==> config.mk <==
export PLATFORM = sky130hd
export DESIGN_NAME = escaped_hex_string_parser
export DESIGN_NICKNAME = d
export VERILOG_FILES = /design/src/sv/ehsp_pkg.sv /design/src/sv/ehsp_in_reg.sv /design/src/sv/ehsp_decode.sv /design/src/sv/ehsp_out_reg.sv /design/src/sv/escaped_hex_string_parser.sv
export SDC_FILE = /design/constraint.sdc
export NUM_CORES = 1
export LEC_CHECK = 0
export ABC_AREA = 0
export ABC_CLOCK_PERIOD_IN_PS = 4440
export BUFFER_PORTS_ARGS = -buffer_cell sky130_fd_sc_hd__clkbuf_2
export CAP_MARGIN = 40
export CORE_MARGIN = 2
export CORE_UTILIZATION = 56
export DETAILED_ROUTE_END_ITERATION = 8
export PLACE_DENSITY_LB_ADDON = 0.05
export SLEW_MARGIN = 10
export SYNTH_ARGS = -nofsm -noshare
export SYNTH_HDL_FRONTEND = slang
export SYNTH_SLANG_ARGS = --single-unit
==> constraint.sdc <==
create_clock -name clk -period 4.44 [get_ports clk]
set_clock_uncertainty 0.15 [all_clocks]
set_input_delay 0.444 -clock clk [delete_from_list [all_inputs] [get_ports clk]]
set_output_delay 0.444 -clock clk [all_outputs]
set_load 0.05 [all_outputs]
==> src/sv/ehsp_pkg.sv <==
// Package for the escaped hex string parser.
// Holds the word types, the parser state type, character codes and decode helpers.
// Has no dependencies.
package ehsp_pkg;

	typedef struct packed {
		logic [7:0] char_in;
		logic       is_last;
		logic       strip_quotes;
	} in_word_t;

	typedef struct packed {
		logic       byte_valid;
		logic [7:0] byte_out;
		logic       done_res;
		logic       ok;
	} out_word_t;

	typedef enum logic [1:0] {
		PH_PLAIN  = 2'd0,
		PH_ESCAPE = 2'd1,
		PH_HEX    = 2'd2,
		PH_NIBBLE = 2'd3
	} phase_t;

	typedef struct packed {
		phase_t     phase;
		logic [3:0] pending_nibble;
		logic       at_start;
		logic       failed;
	} state_t;

	localparam state_t STATE_RESET = '{
		phase:          PH_PLAIN,
		pending_nibble: 4'h0,
		at_start:       1'b1,
		failed:         1'b0
	};

	localparam logic [7:0] CH_BAR       = 8'h7C;
	localparam logic [7:0] CH_BACKSLASH = 8'h5C;
	localparam logic [7:0] CH_QUOTE     = 8'h22;
	localparam logic [7:0] CH_ZERO      = 8'h30;
	localparam logic [7:0] CH_LOWER_A   = 8'h61;
	localparam logic [7:0] CASE_BIT     = 8'h20;
	localparam logic [7:0] HEX_ALPHA_BASE = 8'd10;

	function automatic logic is_hex_digit(input logic [7:0] c);
		return c inside {[8'h30:8'h39], [8'h41:8'h46], [8'h61:8'h66]};
	endfunction

	function automatic logic is_blank(input logic [7:0] c);
		return c inside {8'h20, [8'h09:8'h0D]};
	endfunction

	function automatic logic [3:0] hex_value(input logic [7:0] c);
		logic [7:0] lower;
		logic [7:0] val;
		lower = c | CASE_BIT;
		if (c <= 8'h39) begin
			val = 8'(c - CH_ZERO);
		end else begin
			val = 8'(lower - CH_LOWER_A + HEX_ALPHA_BASE);
		end
		return val[3:0];
	endfunction

endpackage

==> src/sv/ehsp_in_reg.sv <==
// Input register stage of the escaped hex string parser.
// Holds one accepted character word until the parser consumes it; uses ehsp_pkg.
module ehsp_in_reg (
	input  logic                clk,
	input  logic                arst_n,
	input  logic                req_valid,
	output logic                req_stall,
	input  ehsp_pkg::in_word_t  req,
	input  logic                consume,
	output logic                valid_s1,
	output ehsp_pkg::in_word_t  word_s1
);

	assign req_stall = valid_s1 && !consume;

	always_ff @(posedge clk or negedge arst_n) begin
		if (!arst_n) begin
			valid_s1 <= 1'b0;
		end else if (!req_stall) begin
			valid_s1 <= req_valid;
		end
	end

	always_ff @(posedge clk) begin
		if (req_valid && !req_stall) begin
			word_s1 <= req;
		end
	end

endmodule

==> src/sv/ehsp_decode.sv <==
// Next-state and result logic of the escaped hex string parser.
// Purely combinational; uses the types and helpers of ehsp_pkg.
module ehsp_decode (
	input  ehsp_pkg::in_word_t  word,
	input  ehsp_pkg::state_t    state,
	output ehsp_pkg::state_t    next_state,
	output ehsp_pkg::out_word_t result,
	output logic                has_result
);

	logic       drop;
	logic       byte_valid;
	logic [7:0] byte_val;
	logic       hex_digit;
	logic       blank;
	logic [3:0] digit;
	ehsp_pkg::state_t nxt;

	assign drop      = word.strip_quotes && (state.at_start || word.is_last);
	assign hex_digit = ehsp_pkg::is_hex_digit(word.char_in);
	assign blank     = ehsp_pkg::is_blank(word.char_in);
	assign digit     = ehsp_pkg::hex_value(word.char_in);

	always_comb begin
		nxt          = state;
		nxt.at_start = 1'b0;
		byte_valid   = 1'b0;
		byte_val     = 8'h00;
		if (!drop && !state.failed) begin
			case (state.phase)
				ehsp_pkg::PH_PLAIN: begin
					if (word.char_in == ehsp_pkg::CH_BACKSLASH) begin
						nxt.phase = ehsp_pkg::PH_ESCAPE;
					end else if (word.char_in == ehsp_pkg::CH_BAR) begin
						nxt.phase = ehsp_pkg::PH_HEX;
					end else begin
						byte_valid = 1'b1;
						byte_val   = word.char_in;
					end
				end
				ehsp_pkg::PH_ESCAPE: begin
					byte_valid = 1'b1;
					byte_val   = word.char_in;
					nxt.phase  = ehsp_pkg::PH_PLAIN;
				end
				ehsp_pkg::PH_HEX: begin
					if (word.char_in == ehsp_pkg::CH_BAR) begin
						nxt.phase = ehsp_pkg::PH_PLAIN;
					end else if (hex_digit) begin
						nxt.pending_nibble = digit;
						nxt.phase          = ehsp_pkg::PH_NIBBLE;
					end else if (!blank) begin
						nxt.failed = 1'b1;
					end
				end
				ehsp_pkg::PH_NIBBLE: begin
					if (word.char_in == ehsp_pkg::CH_BAR) begin
						byte_valid = 1'b1;
						byte_val   = {4'h0, state.pending_nibble};
						nxt.phase  = ehsp_pkg::PH_PLAIN;
					end else if (hex_digit) begin
						byte_valid = 1'b1;
						byte_val   = {state.pending_nibble, digit};
						nxt.phase  = ehsp_pkg::PH_HEX;
					end else if (blank) begin
						byte_valid = 1'b1;
						byte_val   = {4'h0, state.pending_nibble};
						nxt.phase  = ehsp_pkg::PH_HEX;
					end else begin
						nxt.failed = 1'b1;
					end
				end
				default: begin
					nxt.phase = ehsp_pkg::PH_PLAIN;
				end
			endcase
		end

		result.byte_valid = byte_valid;
		result.byte_out   = byte_val;
		result.done_res   = word.is_last;
		result.ok         = word.is_last && !nxt.failed && (nxt.phase == ehsp_pkg::PH_PLAIN);

		if (word.is_last) begin
			next_state = ehsp_pkg::STATE_RESET;
		end else begin
			next_state = nxt;
		end
	end

	assign has_result = byte_valid || word.is_last;

endmodule

==> src/sv/ehsp_out_reg.sv <==
// Result register stage of the escaped hex string parser.
// Holds one result word until the receiver takes it; uses ehsp_pkg.
module ehsp_out_reg (
	input  logic                 clk,
	input  logic                 arst_n,
	input  logic                 load,
	input  ehsp_pkg::out_word_t  result,
	output logic                 free,
	output logic                 rsp_valid,
	input  logic                 rsp_stall,
	output ehsp_pkg::out_word_t  rsp
);

	logic                valid_s2;
	ehsp_pkg::out_word_t word_s2;

	assign free      = !valid_s2 || !rsp_stall;
	assign rsp_valid = valid_s2;
	assign rsp       = word_s2;

	always_ff @(posedge clk or negedge arst_n) begin
		if (!arst_n) begin
			valid_s2 <= 1'b0;
		end else if (free) begin
			valid_s2 <= load;
		end
	end

	always_ff @(posedge clk) begin
		if (load && free) begin
			word_s2 <= result;
		end
	end

endmodule

==> src/sv/escaped_hex_string_parser.sv <==
// Escaped hex string parser: one character word in, at most one result word out.
// Each character is registered in the input stage and its result word in the result stage.
// Throughput: one character per cycle unless a held result stalls; state updates in a single pass.
// Reset clears the parser to plain text at the start of a string and empties both stages.
// Depends on ehsp_pkg, ehsp_in_reg, ehsp_decode and ehsp_out_reg.
module escaped_hex_string_parser (
	input  logic                 clk,
	input  logic                 arst_n,
	input  logic                 req_valid,
	output logic                 req_stall,
	input  ehsp_pkg::in_word_t   req,
	output logic                 rsp_valid,
	input  logic                 rsp_stall,
	output ehsp_pkg::out_word_t  rsp
);

	logic                valid_s1;
	ehsp_pkg::in_word_t  word_s1;
	ehsp_pkg::state_t    state_q;
	ehsp_pkg::state_t    next_state;
	ehsp_pkg::out_word_t result;
	logic                has_result;
	logic                free;
	logic                consume;
	logic                load;

	assign consume = valid_s1 && (!has_result || free);
	assign load    = valid_s1 && has_result;

	ehsp_in_reg u_in_reg (
		.clk       (clk),
		.arst_n    (arst_n),
		.req_valid (req_valid),
		.req_stall (req_stall),
		.req       (req),
		.consume   (consume),
		.valid_s1  (valid_s1),
		.word_s1   (word_s1)
	);

	ehsp_decode u_decode (
		.word       (word_s1),
		.state      (state_q),
		.next_state (next_state),
		.result     (result),
		.has_result (has_result)
	);

	ehsp_out_reg u_out_reg (
		.clk       (clk),
		.arst_n    (arst_n),
		.load      (load),
		.result    (result),
		.free      (free),
		.rsp_valid (rsp_valid),
		.rsp_stall (rsp_stall),
		.rsp       (rsp)
	);

	always_ff @(posedge clk or negedge arst_n) begin
		if (!arst_n) begin
			state_q <= ehsp_pkg::STATE_RESET;
		end else if (consume) begin
			state_q <= next_state;
		end
	end

`ifndef SYNTH
	a_last_resets_state: assert property (@(posedge clk) disable iff (!arst_n)
		consume && word_s1.is_last |=> state_q == ehsp_pkg::STATE_RESET)
		else $error("parser state not cleared after the last character");

	a_failed_sticky: assert property (@(posedge clk) disable iff (!arst_n)
		consume && !word_s1.is_last && state_q.failed |=> state_q.failed)
		else $error("error flag cleared inside a string");

	a_no_byte_after_fail: assert property (@(posedge clk) disable iff (!arst_n)
		valid_s1 && state_q.failed |-> !result.byte_valid)
		else $error("byte produced after an error");

	a_stall_only_when_held: assert property (@(posedge clk) disable iff (!arst_n)
		req_stall |-> valid_s1 && has_result && !free)
		else $error("input stalled without a blocked result");
`endif

endmodule

# After elaboration in Yosys (flattened, before gate mapping)
# Cells that the tools add are included.
# totals
latchBits	0
ram_bits	0
out_inout_bits	13
mem_count	0
rom_bits	0
register_bits	31
input_bits	14
# op_classes
mux	31
div_mod_pow	0
reduce_logical	34
n_mul	0
n_eq_ne	7
addsub	3
n_lt_le_gt_ge	8
shifts	0
n_bitwise	0
# op_table
operator	count
$mux W8	5
$pmux W8 S3	1
$eq A8 B7 Y1 const B	2
$ge A8 B7 Y1 const B	2
$le A8 B7 Y1 const B	2
$mux W4	4
$logic_and A1 B1 Y1	13
$mux W2	6
$mux W6	2
$mux W1	11
$eq A8 B6 Y1 const B	1
$ge A8 B4 Y1 const B	1
$ge A8 B6 Y1 const B	1
$le A8 B4 Y1 const B	1
$le A8 B6 Y1 const B	1
$logic_not A1 Y1	8
$pmux W2 S4	1
$reduce_bool A2 Y1	4
$sub A4 B1 Y4 const B	2
$reduce_and A5 Y1	1
$add A4 B4 Y4 const B	1
$eq A2 B2 Y1 const B	2
$logic_not A2 Y1	2
$logic_or A1 B1 Y1	4
5 further kinds	5

# Logic depth before layout (Yosys ltp)
# logic_depth
word_depth	16
mapped_depth	7
mapped_depth_nobuf	7

# Modules after synthesis
# A second synthesis with hierarchy kept.
# hier_totals
cells_unflattened	155
hier_area_um2	1790.5
# by_module_without_submodules
module	seq_area_each_um2	cells_per_inst	area_each_um2	n_inst
ehsp_decode	0.0	105	732.0	1
ehsp_out_reg	355.3	15	377.9	1
ehsp_in_reg	325.3	15	357.8	1
escaped_hex_string_parser	201.4	20	322.8	1

# Worst setup path before layout
# No wires, ideal clock.
# synth_timing
kind	register to register
start	register, netlist name u_in_reg.word_s1[2]
end	register, netlist name u_in_reg.word_s1[0]
required_time_ns	3.898
n_path_buf	0
stages_incl_launch_ff	8
setup_slack_ns	1.164
arrival_time_ns	2.734
cell_sequence	edfxtp_1 > inv_1 > ha_1 > or4b_4 > a32oi_2 > nor2_2 > o2111a_1 > nor3b_1
# synth_via
elab_chain_len	16
# synth_rtl
item	line	text
$ge A8 B4 Y1 or $le A8 B4 Y1 (tied branches)	ehsp_pkg.sv:53	return c inside {8'h20, [8'h09:8'h0D]};
$logic_and A1 B1 Y1	ehsp_pkg.sv:53	
$reduce_bool A2 Y1	ehsp_pkg.sv:53	
$mux W1	ehsp_decode.sv:65	end else if (blank) begin
$mux W1	ehsp_decode.sv:61	end else if (hex_digit) begin
$mux W1	ehsp_decode.sv:57	if (word.char_in == ehsp_pkg::CH_BAR) begin
$pmux W1 S3 (*)	ehsp_decode.sv:30	case (state.phase)
$mux W1 (*)	ehsp_decode.sv:29	if (!drop && !state.failed) begin
$logic_or A1 B1 Y1 (*)	ehsp_decode.sv:91	assign has_result = byte_valid || word.is_last;
$logic_not A1 Y1 (*)	escaped_hex_string_parser.sv:27	assign consume = valid_s1 && (!has_result || free);
$logic_or A1 B1 Y1 (*)	escaped_hex_string_parser.sv:27	
$logic_and A1 B1 Y1 (*)	escaped_hex_string_parser.sv:27	
$logic_not A1 Y1 (*)	ehsp_in_reg.sv:14	assign req_stall = valid_s1 && !consume;
$logic_and A1 B1 Y1 (*)	ehsp_in_reg.sv:14	
$logic_not A1 Y1 (*)	n/a	
$logic_and A1 B1 Y1 (*)	ehsp_in_reg.sv:25	if (req_valid && !req_stall) begin
# Mark *: on every way between the ends. The rest lies on a longest branch, timed or not.
# A chain may end at the register's enable or synchronous reset.

# Final worst setup path
# layout_timing
start	register, netlist name u_in_reg.word_s1[2]
end	output req_stall
# layout_via
elab_chain_len	14
# layout_rtl
item	line	text
$ge A8 B4 Y1 or $le A8 B4 Y1 (tied branches)	ehsp_pkg.sv:53	
$logic_and A1 B1 Y1	ehsp_pkg.sv:53	
$reduce_bool A2 Y1	ehsp_pkg.sv:53	
$mux W1	ehsp_decode.sv:65	
$mux W1	ehsp_decode.sv:61	
$mux W1	ehsp_decode.sv:57	
$pmux W1 S3 (*)	ehsp_decode.sv:30	
$mux W1 (*)	ehsp_decode.sv:29	
$logic_or A1 B1 Y1 (*)	ehsp_decode.sv:91	
$logic_not A1 Y1 (*)	escaped_hex_string_parser.sv:27	
$logic_or A1 B1 Y1 (*)	escaped_hex_string_parser.sv:27	
$logic_and A1 B1 Y1 (*)	escaped_hex_string_parser.sv:27	
$logic_not A1 Y1 (*)	ehsp_in_reg.sv:14	
$logic_and A1 B1 Y1 (*)	ehsp_in_reg.sv:14	
end, declared	escaped_hex_string_parser.sv:10	output logic req_stall,
# Marked as above.

==> metrics.md <==
| Metric | Value |
|---|---|
| Post-Route Utilization | `0.6626` |
| DR vias/cell | `6.252` |
| IO Pins | `27` |
| Max-slew violations | `0` |
| Number of flops mapped to enable cells by yosys | `21` |
| Ys Warns | `0` |
| Ys async rst share | `0.3226` |
| Final TNS setup | `0 ps` |
| Most frequent cells in the layout | `clkbuf_2 (26), edfxtp_1 (21), nand2_1 (17), nor2_1 (12)` |
| Synthesized flop and latch total | `31` |
| Max Fclk | `287.3 MHz` |
| GRT Overall Usage | `0.2309` |
| Commonest non-fill, non-tap cell in the layout | `clkbuf_2` |
| Yosys cell types | `54` |
| CTS tree | `yes` |
| HP Class | `in -> reg` |
| Gr ovfl total | `0` |
| Final setup vio count | `0` |
| Critical Path AT | `2890 ps` |
| RSZ-0062 raised after global routing | `false` |
| Share of cells above drive strength 1 | `0.2132` |
| Worst-Skew Late Latency | `340 ps` |
| Post-CTS Setup Inserts | `0` |
| Post-route ant nets | `0` |
| Worst-margin pin slew | `905.3 ps` |
| Via count | `1,438` |
| Tcrit/Tclk final | `0.7840` |
| Longest Clk Path Bufs | `2` |
| Routed WL | `3618 um` |
| Sequential area share after synthesis | `0.5120` |
| Final worst slack | `959.1 ps` |
| Slew Limit Headroom | `0.3918` |
| Non-filler cells, final | `230` |
| FF-to-FF Start | `u_in_reg.word_s1[2]` |
| WP data required | `3850 ps` |
| CP Class | `reg -> out` |
| Synthesized area per cell | `10.57 um^2` |
| Global placement routability congestion | `0.9257` |
| Layout Area Growth over Synthesis | `14.52%` |
| CTS buffer count | `5` |
| CTS Sinks | `31` |
| DIE AREA | `3536 um^2` |
| # nets final | `213` |
| Mapped Area | `1723 um^2` |
| Pre-CTS setup slack | `1344 ps` |
| Post-cts resize count | `0` |
| Antenna Cells | `0` |
| Hold slack | `135.4 ps` |
| Startpoint Class | `register` |
| Worst Setup SP | `u_in_reg.word_s1[2]` |
| Total core area | `2978 um^2` |
| CP endpoint kind | `output port` |
| Max Cap Viol | `0` |
| Synth Flop Type | `edfxtp_1` |
| Number of placement rows | `20` |
| IO Port Bufs | `26` |
| Largest net degree at the start of global routing | `14` |
| Number of iterations in the first detailed-routing pass | `4` |
| Tmin final | `3481 ps` |
| Hold Startpoint | `req[0]` |
| P_leak | `0.0008218 uW` |
| Worst vdd rail ir drop | `280.6 uV` |
| Vias in the first global route | `1,331` |
| Wirelength per Cell | `15.73 um` |
| DP Wirelength | `2669 um` |
| CP Max Fanout | `10` |
| DIE WIDTH | `59.47 um` |
| Final-report hold violation count | `0` |
| Syn Nets | `180` |
| Initial Util | `0.5786` |
| H-tree level count | `2` |
| Initial antenna violation count | `0` |
| Post-CTS Hold Buffers | `1` |
| # fillers | `223` |
| Mapped Cells | `163` |
| Die height | `59.47 um` |
| Global-route wire length before repair | `5851 um` |
| PD cells | `495.9 nW/um^2` |
| # placed instances | `221` |
| Status | `complete, no violations` |
| DRT iter0 DRCs | `79` |
| Drc violations | `0` |
| Clock root buffer | `clkbuf_4` |
| Worst-path clk slew | `90 ps` |
[cells in the mapped netlist (2+ instances only)]
| cell type | count | area, um^2 |
|---|---|---|
| inv_1 | 9 | 33.78 |
| o21ai_0 | 9 | 45.04 |
| a211o_1 | 2 | 17.52 |
| a22oi_1 | 4 | 30.03 |
| edfxtp_1 | 21 | 630.6 |
| nand4_1 | 2 | 12.51 |
| a21oi_1 | 4 | 20.02 |
| nor4_1 | 2 | 12.51 |
| or3_1 | 2 | 12.51 |
| and3_1 | 2 | 12.51 |
| a31oi_1 | 3 | 18.77 |
| nor3b_1 | 2 | 15.01 |
| dfrtp_1 | 9 | 225.2 |
| nor2b_1 | 2 | 12.51 |
| clkbuf_1 | 3 | 11.26 |
| a21o_1 | 3 | 22.52 |
| o211ai_1 | 2 | 15.01 |
| o31ai_1 | 3 | 22.52 |
| and2_1 | 3 | 18.77 |
| nand2b_1 | 3 | 18.77 |
| nor2_1 | 12 | 45.04 |
| nand3_1 | 5 | 25.02 |
| or2_1 | 2 | 12.51 |
| nor3_1 | 3 | 15.01 |
| nand2_1 | 17 | 63.81 |
| o21a_1 | 2 | 15.01 |
| o21bai_1 | 2 | 15.01 |
| mux2i_1 | 2 | 20.02 |
| ha_1 | 3 | 37.54 |
[worst max-delay path, cell delays in order (launching register included)]
cell and delay [ps]:
edfxtp_1 500, inv_1 120, ha_1 240, or4b_4 480, a32oi_2 310, nor2_2 150, o2111a_1 290, or2_1 230
clkbuf_2 240
[cells by family (layout without fill, tap and decap cells)]
group           count (synthesis)  count (layout)  share of synthesized area
mux                             2               2                    0.01162
flops                          31              31                     0.5120
buf+inv                        13              47                    0.03268
simple gates                   64              64                     0.2004
xor+xnor                        1               1                   0.005084
fa+ha+maj                       3               3                    0.02179
compound gates                 49              49                     0.2164
[per-stage QoR]
step	cell area (um^2)	total power (uW)
5_1_grt	1973	1036
3_5_place_dp	1894	794.0
3_3_place_gp	1894	791.5
2_1_floorplan	1723	706.7
4_1_cts	1973	979.7
6_report	1973	978.4
[layout make-up]
cell class	count	area, um^2	share of cell area
Sequential cell	31	882.1	0.4471
Multi-Input combinational cell	119	784.5	0.3976
Timing Repair Buffer	30	162.7	0.08244
Clock buffer	8	68.82	0.03488
Tap cell	33	41.29	0.02093
Inverter	9	33.78	0.01712
[sequential cells by signal (all words and copies together) (netlist names)]
signal,cells
state_q,8
u_in_reg.valid_s1,1
u_in_reg.word_s1,10
u_out_reg.rsp,11
u_out_reg.rsp_valid,1
[routing by layer]
| metal | vias to the layer above | part of all wire | GRT usage |
|---|---|---|---|
| met5 | - | 0 | 0 |
| met1 | 663 | 0.45 | 0.3019 |
| li1 | 696 | - | - |
| met4 | 0 | 0.015 | 0.1299 |
| met2 | 70 | 0.45 | 0.3548 |
| met3 | 9 | 0.082 | 0.05022 |
[worst paths after layout]
| check | to | slack [ps] | cells past startpoint |
|---|---|---|---|
| max | req_stall | 960 | 8 |
| min | u_in_reg.word_s1[0] | 140 | 1 |
| max reg2reg | u_out_reg.rsp[9] | 1490 | 8 |
| min reg2reg | state_q[1] | 410 | 2 |
| max in group asynchronous | state_q[1] | 3510 | 2 |
| min in group asynchronous | state_q[6] | 370 | 2 |
[report_power, final]
| part | internal, uW | total, uW | switching [uW] |
|---|---|---|---|
| combinational | 111 | 355 | 244 |
| clock | 93.0 | 185 | 91.9 |
| sequential | 380 | 438 | 58.7 |
| total | 584 | 978 | 395 |
Power figures use the tool's default switching activity.
